**src/hdl/hdu_pkg.sv**
```systemverilog
// Types, constants and helper functions of the haversine distance unit.
package hdu_pkg;

   // Angle scaling of the coordinate ports; the reduction below relies on it.
   localparam int ANGLE_FRAC_BITS = 16;
   localparam int ANG_G           = ANGLE_FRAC_BITS + 1;

   localparam int LAT_W    = 24;
   localparam int LON_W    = 25;
   localparam int RADIUS_W = 23;
   localparam int DIST_W   = 25;

   localparam int AW     = 27;
   localparam int MAG_W  = ANG_G + 7;
   localparam int K_W    = 27;
   localparam int PROD_W = MAG_W + K_W;
   localparam int CW     = 34;
   localparam int FRAC   = 30;
   localparam int SQ_W   = FRAC + 1;
   localparam int REM_W  = 2 * SQ_W;
   localparam int TH_W   = CW - 1;
   localparam int DP_W   = RADIUS_W + TH_W;

   // Cycles of the pipeline outside the two CORDIC sections.
   localparam int LAT_FIXED = 9 + SQ_W;

   localparam logic [RADIUS_W-1:0] RADIUS_RESET = 23'd6371000;

   typedef logic signed [AW-1:0]     ang_type;
   typedef logic signed [CW-1:0]     cw_type;
   typedef logic signed [2*CW-1:0]   cwp_type;

   localparam ang_type U90  = AW'(90 * (2 ** ANG_G));
   localparam ang_type U180 = AW'(180 * (2 ** ANG_G));
   localparam ang_type U360 = AW'(360 * (2 ** ANG_G));

   // pi/180 scaled by 2^32, with pi taken as 3.14159.
   localparam logic [63:0] K64 = ((64'd314159 << 32) + 64'd9000000) / 64'd18000000;
   localparam logic [K_W-1:0] DEG_TO_RAD_K = K64[K_W-1:0];

   localparam cw_type INV_GAIN = 34'sh026DD3B6A;
   localparam cw_type ONE_Q30  = 34'sh040000000;

   localparam cw_type ATAN_Q30 [32] = '{
      34'sh3243F6A8, 34'sh1DAC6705, 34'sh0FADBAFC, 34'sh07F56EA6, 34'sh03FEAB76,
      34'sh01FFD55B, 34'sh00FFFAAA, 34'sh007FFF55, 34'sh003FFFEA, 34'sh001FFFFD,
      34'sh000FFFFF, 34'sh0007FFFF, 34'sh0003FFFF, 34'sh0001FFFF, 34'sh0000FFFF,
      34'sh00007FFF, 34'sh00003FFF, 34'sh00001FFF, 34'sh00000FFF, 34'sh000007FF,
      34'sh000003FF, 34'sh000001FF, 34'sh000000FF, 34'sh0000007F, 34'sh0000003F,
      34'sh0000001F, 34'sh0000000F, 34'sh00000008, 34'sh00000004, 34'sh00000002,
      34'sh00000001, 34'sh00000000
   };

   // Rounds a product of two Q2.30 values back to Q2.30.
   function automatic cw_type mul_round(input cwp_type p);
      cwp_type sum;
      sum = p + (cwp_type'(1) <<< (FRAC - 1));
      return cw_type'(sum >>> FRAC);
   endfunction

endpackage

```
**src/hdl/hdu_isqrt.sv**
```systemverilog
// Pipelined digit-by-digit square root of a Q2.30 value, one result bit per stage.
module hdu_isqrt (
   input  logic                     clock,
   input  logic [hdu_pkg::SQ_W-1:0] val,
   output logic [hdu_pkg::SQ_W-1:0] root
);

   localparam int SW = hdu_pkg::SQ_W;
   localparam int RW = hdu_pkg::REM_W;

   logic [RW-1:0] rem_ff  [SW];
   logic [SW-1:0] root_ff [SW];

   for (genvar j = 0; j < SW; j++) begin : g_step
      localparam int B = SW - 1 - j;
      logic [RW-1:0] rp, trial, rem_in;
      logic [SW-1:0] qp, root_in;

      if (j == 0) begin : g_first
         assign rp = RW'(val) << hdu_pkg::FRAC;
         assign qp = '0;
      end else begin : g_next
         assign rp = rem_ff[j-1];
         assign qp = root_ff[j-1];
      end

      // Setting bit B adds (2*root + 2^B) * 2^B to the square.
      assign trial = (RW'(qp) << (B + 1)) | (RW'(1) << (2 * B));

      always_comb begin
         if (rp >= trial) begin
            rem_in  = rp - trial;
            root_in = qp | (SW'(1) << B);
         end else begin
            rem_in  = rp;
            root_in = qp;
         end
      end

      always_ff @(posedge clock) begin
         rem_ff[j]  <= rem_in;
         root_ff[j] <= root_in;
      end
   end

   assign root = root_ff[SW-1];

endmodule

```
**config.mk**
```make
export PLATFORM = sky130hd
export DESIGN_NAME = hdu_isqrt
export DESIGN_NICKNAME = d
export VERILOG_FILES = /design/src/hdl/hdu_pkg.sv /design/src/hdl/hdu_isqrt.sv
export SDC_FILE = /design/constraint.sdc
export NUM_CORES = 2
export LEC_CHECK = 0
export BUFFER_PORTS_ARGS = -buffer_cell sky130_fd_sc_hd__buf_2
export CELL_PAD_IN_SITES_DETAIL_PLACEMENT = 1
export CELL_PAD_IN_SITES_GLOBAL_PLACEMENT = 1
export CORE_MARGIN = 10
export CORE_UTILIZATION = 45
export CTS_CLUSTER_DIAMETER = 30
export CTS_CLUSTER_SIZE = 40
export DETAILED_ROUTE_END_ITERATION = 12
export PLACE_DENSITY = 0.79
export SLEW_MARGIN = 20
export SYNTH_ARGS = -nofsm -noshare
export SYNTH_HDL_FRONTEND = slang
export SYNTH_SLANG_ARGS = --single-unit
```
**constraint.sdc**
```tcl
create_clock -name clock -period 4.5 [get_ports clock]
set_input_delay 0.45 -clock clock [delete_from_list [all_inputs] [get_ports clock]]
set_output_delay 0.45 -clock clock [all_outputs]
set_load 0.05 [all_outputs]
```
; ---- After elaboration in Yosys (flattened, before gate mapping)
; Memories as Yosys holds them, arrays and structs flattened.
; Index checks and enable logic that the tools add are counted.
[classes]
n_addsub = 31
n_lt_le_gt_ge = 31
muxes = 62
[op_table]
columns = cell, count
row1 = two-way mux 62 bit, 31
row2 = greater-or-equal comparator 62 x 32 -> 1 bit, 1
row3 = greater-or-equal comparator 62 x 33 -> 1 bit, 1
row4 = greater-or-equal comparator 62 x 34 -> 1 bit, 1
row5 = greater-or-equal comparator 62 x 35 -> 1 bit, 1
row6 = greater-or-equal comparator 62 x 36 -> 1 bit, 1
row7 = greater-or-equal comparator 62 x 37 -> 1 bit, 1
row8 = greater-or-equal comparator 62 x 38 -> 1 bit, 1
row9 = greater-or-equal comparator 62 x 39 -> 1 bit, 1
row10 = greater-or-equal comparator 62 x 40 -> 1 bit, 1
row11 = greater-or-equal comparator 62 x 41 -> 1 bit, 1
row12 = greater-or-equal comparator 62 x 42 -> 1 bit, 1
row13 = greater-or-equal comparator 62 x 43 -> 1 bit, 1
row14 = greater-or-equal comparator 62 x 44 -> 1 bit, 1
row15 = greater-or-equal comparator 62 x 45 -> 1 bit, 1
row16 = greater-or-equal comparator 62 x 46 -> 1 bit, 1
row17 = greater-or-equal comparator 62 x 47 -> 1 bit, 1
row18 = greater-or-equal comparator 62 x 48 -> 1 bit, 1
row19 = greater-or-equal comparator 62 x 49 -> 1 bit, 1
row20 = greater-or-equal comparator 62 x 50 -> 1 bit, 1
row21 = greater-or-equal comparator 62 x 51 -> 1 bit, 1
row22 = greater-or-equal comparator 62 x 52 -> 1 bit, 1
row23 = greater-or-equal comparator 62 x 53 -> 1 bit, 1
row24 = greater-or-equal comparator 62 x 54 -> 1 bit, 1
row25 = other kinds (70), 70
[word_totals]
ff_bits = 0
ram_bits = 2883
inputBits = 32
out_inout_bits = 31
wordCells = 126
n_memories = 2
[memory_table]
columns = memory, depth, word_bits, rd, rd_ports_with_merged_regs, wr, line
row1 = rem_ff, 31, 62, 30, 0, 31, hdu_isqrt.sv:11  ; logic [RW-1:0] rem_ff [SW];
row2 = root_ff, 31, 31, 31, 0, 31, hdu_isqrt.sv:12  ; logic [SW-1:0] root_ff [SW];

; ---- Depth between registers and ports, before layout
; An unclocked memory read counts as a cell.
[logic_depth]
ltp_word = 3
depth_mapped = 15
depth_no_buf = 13

; ---- Least setup slack after synthesis
; Ideal clock, no wire load.
[synth_path]
kind = reg-to-reg
from = mem rem_ff[2][354] in the netlist's numbering
to = mem rem_ff[2][408] in the netlist's numbering
setup_time_ns = 0.121
arrival_time_ns = 3.552
required_time_ns = 4.379
path_slack_ns = 0.828
stages_incl_launch_ff = 9
path_buffers = 0
period_less_slack_ns = 3.672
path_cell_list = dfxtp_1 or4_4 or4_4 or4_4 or3_4 or3_4 or3_4 nor3_4 mux2_2
[synth_lines]
columns = item, line
row1 = "start, declared", hdu_isqrt.sv:11

==> results.py <==
metrics = {
    "setup_path": {
        "worst_path_largest_cell_delay_ns": 0.53,
        "critical_path.reg2reg.endpoint": "rem_ff[3][114]",
        "critPathMaxFanout": 6,
        "worst_setup_path_end_kind": "register",
        "critical_path.endpoint": "rem_ff[3][114]",
        "data_arrival_time_at_the_worst_slack_endpoint_ns": 4.96,
        "worst_setup_path_startpoint": "rem_ff[3][12]",
        "setup.reg_to_reg.worst_slack_ns": 0.31,
        "worstSetupPathType": "reg2reg",
        "path_buf_inv": 1,
        "timing.reg2reg.worst_path_depth": 12,
        "crit_top_cell": "sky130_fd_sc_hd__o21ai_0",
        "worstPathCellList": "ha_1 > fa_1 > a21oi_1 > o21ai_0 > a211oi_1 > o21ai_0 > o2111ai_1 > a41oi_1 > nor4_1 > buf_4 > nand3_1 > xnor2_1",
        "worst-endpoint-required_ns": 5.27,
        "startpoint_type": "register",
        "timing.critical_path.max_delay_family": "compound AO/OA/AOI/OAI gates",
        "worst-path-stages": 12,
        "worst_path_max_delay_cell": "sky130_fd_sc_hd__a211oi_1",
        "crit-reg2reg-launch": "rem_ff[3][12]",
    },
    "layout": {
        "final_util_pct": 54.56,
        "fillers": 17474,
        "antenna_cells": 0,
        "flow.area_growth_from_synthesis_pct": 20.58,
        "drive_above_1_share_pct": 9.835,
        "total_nets_final": 8570,
    },
    "route": {
        "via_count": 58020,
        "via_per_inst": 5.596,
        "ant_nets": 0,
        "avg_wl_per_cell_um": 21.08,
        "postRouteWirelength_um": 218600,
        "dr.first_iter.drc_count": 3099,
        "detailedRoute.firstPassIterationCount": 5,
        "met2_length_um": 114600,
        "post-route-drc-count": 0,
        "met3RoutedLength_um": 8918,
        "highest_layer": "met5",
        "wirelength_met1_um": 85740,
    },
    "power": {
        "power_density_mw_per_mm2": 707.1,
        "design_power_total_mw": 61.03,
        "seq_power_share_pct": 36.4,
        "total_leakage_power_nw": 40.26,
        "switching_power_mw": 20.25,
        "internal_portion_of_total_power_mw": 40.78,
        "netSwitchingFraction_pct": 33.18,
        "comb_power_share_pct": 21.9,
        "pwr-share-clk_pct": 41.7,
        "power.ir.vdd_worst_mv": 0.4709,
    },
    "grt": {
        "gr-usage-all-layers_pct": 24.24,
        "grt.overflow.total": 0,
        "grt_antenna_before_repair": 4,
        "grt_pass1_vias": 64327,
        "maximum_number_of_pins_on_one_net_before_global_route_repair": 53,
        "grt_first_pass_wirelength_um": 348900,
    },
    "clock_tree": {
        "worstSkewPairLatency_ns": 0.95,
        "numClockSinks": 1652,
        "cts.clk_slew.worst_paths_ns": 0.07,
        "ctsHtreeMaxLevel": 5,
        "maximum_root_to_sink_buffer_count": 4,
        "cts_tree": "yes",
        "cts-buffers-inserted": 344,
        "post_cts.resized_instances": 0,
        "cell_chosen_for_the_clock_root": "sky130_fd_sc_hd__clkbuf_16",
    },
    "hold_path": {
        "hp-class": "in2reg",
    },
    "floorplanning": {
        "fp.dieArea_mm2": 0.1754,
        "initial_utilization_pct": 45.25,
        "design.portCount": 63,
        "die_height_um": 418.8,
        "rows": 146,
        "core_area_mm2": 0.1582,
        "die_x_extent_um": 418.8,
    },
    "yosys": {
        "syn-cell-area_mm2": 0.07158,
        "synth_flop_cell": "sky130_fd_sc_hd__dfxtp_1",
        "postSynthCellCount": 7710,
        "synth_enable_flop_cells": 0,
        "syn_avg_cell_area_um2": 9.284,
        "ys_ff_latch": 1652,
        "synth.lib_cells_used.distinct": 89,
        "synth.yosys.seq_area_share_pct": 46.20,
        "synth_warnings": 0,
        "synth-async-reset-ratio_pct": 0,
    },
    "timing": {
        "relSlewSlack_pct": 35.98,
        "tightest_slew_ns": 0.9545,
        "finalSetupTns_ns": 0,
        "timing.clock.skew_ns": 0.09429,
        "setup_violations": 0,
        "period_share_pct": 93.07,
        "period_minus_slack_ns": 4.188,
        "rsz0062_at_grt": "no",
        "hold_ws_ns": 0.1150,
        "maximum_achievable_frequency_ghz": 0.2388,
        "max_slew_violation_total_from_the_final_report": 0,
        "report.final.hold_viol_count": 0,
    },
    "placement": {
        "hpwl_um": 146800,
        "globalplace.congestion": 0.9039,
        "portBuffers": 62,
    },
    "run_status": {
        "run_status": "completed",
    },
    "run": {
        "max-cap-violations": 0,
    },
}
==> layout by cell type, fill, tap and decap left out, types with 54 or more instances in the layout <==
cell type                   instances
sky130_fd_sc_hd__a211oi_1          55
sky130_fd_sc_hd__a21o_1           214
sky130_fd_sc_hd__a21oi_1          398
sky130_fd_sc_hd__buf_2             62
sky130_fd_sc_hd__clkbuf_16        351
sky130_fd_sc_hd__dfxtp_1         1652
sky130_fd_sc_hd__ha_1             494
sky130_fd_sc_hd__inv_1            644
sky130_fd_sc_hd__nand2_1          676
sky130_fd_sc_hd__nand2b_1          90
sky130_fd_sc_hd__nand3_1          138
sky130_fd_sc_hd__nand4_1           85
sky130_fd_sc_hd__nor2_1           431
sky130_fd_sc_hd__nor2b_1           65
sky130_fd_sc_hd__nor3_1           214
sky130_fd_sc_hd__nor4_1           175
sky130_fd_sc_hd__o21a_1            80
sky130_fd_sc_hd__o21ai_0          499
sky130_fd_sc_hd__o21bai_1          55
sky130_fd_sc_hd__o31ai_1           64
sky130_fd_sc_hd__or3_1            100
sky130_fd_sc_hd__or4_1             54
sky130_fd_sc_hd__xnor2_1          406
sky130_fd_sc_hd__xor2_1           373
==> worst reg2reg max path: stages, from the launching register on <==
cell and delay, ns:
sky130_fd_sc_hd__dfxtp_1 0.36, sky130_fd_sc_hd__ha_1 0.28, sky130_fd_sc_hd__fa_1 0.41, sky130_fd_sc_hd__a21oi_1 0.19
sky130_fd_sc_hd__o21ai_0 0.14, sky130_fd_sc_hd__a211oi_1 0.53, sky130_fd_sc_hd__o21ai_0 0.34, sky130_fd_sc_hd__o2111ai_1 0.44
sky130_fd_sc_hd__a41oi_1 0.38, sky130_fd_sc_hd__nor4_1 0.46, sky130_fd_sc_hd__buf_4 0.22, sky130_fd_sc_hd__nand3_1 0.11
sky130_fd_sc_hd__xnor2_1 0.15
==> layer usage <==
metal / GRT usage (%) / vias to the layer above
met1: 25.92 / 28523
met3: 4.261 / 612
met5: 0 / -
met4: 11.13 / 4
met2: 45.91 / 1410
li1: - / 27471
==> logic make-up after synthesis <==
kind of cell	after synthesis	synth area share (%)
adders and majority gates	508	9.027
buffers and inverters	818	4.335
AOI/OAI and AO/OA	1655	14.51
xor gates and xnor gates	779	9.532
and+or+nand+nor	2248	15.63
DFF	1652	46.20
muxes	49	0.7552
other	1	0.005239
==> area by class of cell <==
class / instances / area (µm²) / share of cell area [%]
multi-input cells: 5241 / 35500 / 41.14
flip-flops and latches: 1652 / 33070 / 38.32
clock buffers: 413 / 9336 / 10.82
well taps: 2072 / 2592 / 3.004
inverters: 649 / 2436 / 2.823
clock inverters: 200 / 2367 / 2.743
repair buffers: 142 / 1001 / 1.160
==> sequential cells by signal, summed over array words and instances (netlist names) <==
signal	cells
rem_ff	1156
root_ff	496
==> through the flow <==
stage	std cells	instance area, µm²	setup slack (ns)
2_1_floorplan	7711	71580	0.8276
5_1_grt	10369	86310	0.01436
6_report	10369	86310	0.3120
3_3_place_gp	9725	74300	0.5050
4_1_cts	10369	86310	0.2936
3_5_place_dp	9725	74300	0.4862
==> synth_stat cells, types with 85 or more instances <==
library cell               number  area (µm²)
sky130_fd_sc_hd__nand2_1      676        2537
sky130_fd_sc_hd__nor2_1       431        1618
sky130_fd_sc_hd__dfxtp_1     1652       33070
sky130_fd_sc_hd__nor3_1       215        1076
sky130_fd_sc_hd__o21ai_0      499        2497
sky130_fd_sc_hd__a21oi_1      400        2002
sky130_fd_sc_hd__or3_1        100       625.6
sky130_fd_sc_hd__nand4_1       85       531.8
sky130_fd_sc_hd__nor4_1       176        1101
sky130_fd_sc_hd__ha_1         494        6181
sky130_fd_sc_hd__nand3_1      138       690.7
sky130_fd_sc_hd__nand2b_1      90       563.0
sky130_fd_sc_hd__clkbuf_1     153       574.3
sky130_fd_sc_hd__a21o_1       214        1607
sky130_fd_sc_hd__xor2_1       373        3267
sky130_fd_sc_hd__xnor2_1      406        3556
sky130_fd_sc_hd__inv_1        644        2417
==> timing repair <==
item / in CTS / in global routing
buffers inserted: 0 / 0
hold endpoints to repair: 31 / 0
hold buffers: 31 / 0
==> power by group through the flow <==
stage               registers [mW]  clock network, mW  logic, mW
global route                  22.5               26.6       14.7
detailed placement            22.2                  0       12.6
finish                        22.2               25.4       13.4
floorplan                     20.7                  0       9.64
CTS                           22.1               25.7       13.2
global placement              22.1                  0       12.2
==> worst min-delay path by stage <==
stage	from	end	slack (ns)	depth (start not counted)
final	val[13]	rem_ff[0][43]	0.12	2
after global routing	val[13]	rem_ff[0][43]	0.10	2
after CTS	val[3]	rem_ff[0][33]	0.07	2
after detailed placement	rem_ff[0][355]	rem_ff[0][417]	0.34	0
after global placement	rem_ff[0][355]	rem_ff[0][417]	0.33	0
after floorplan	rem_ff[1][93]	rem_ff[1][155]	0.32	0
No activity file was read; power rests on OpenSTA's default activity.
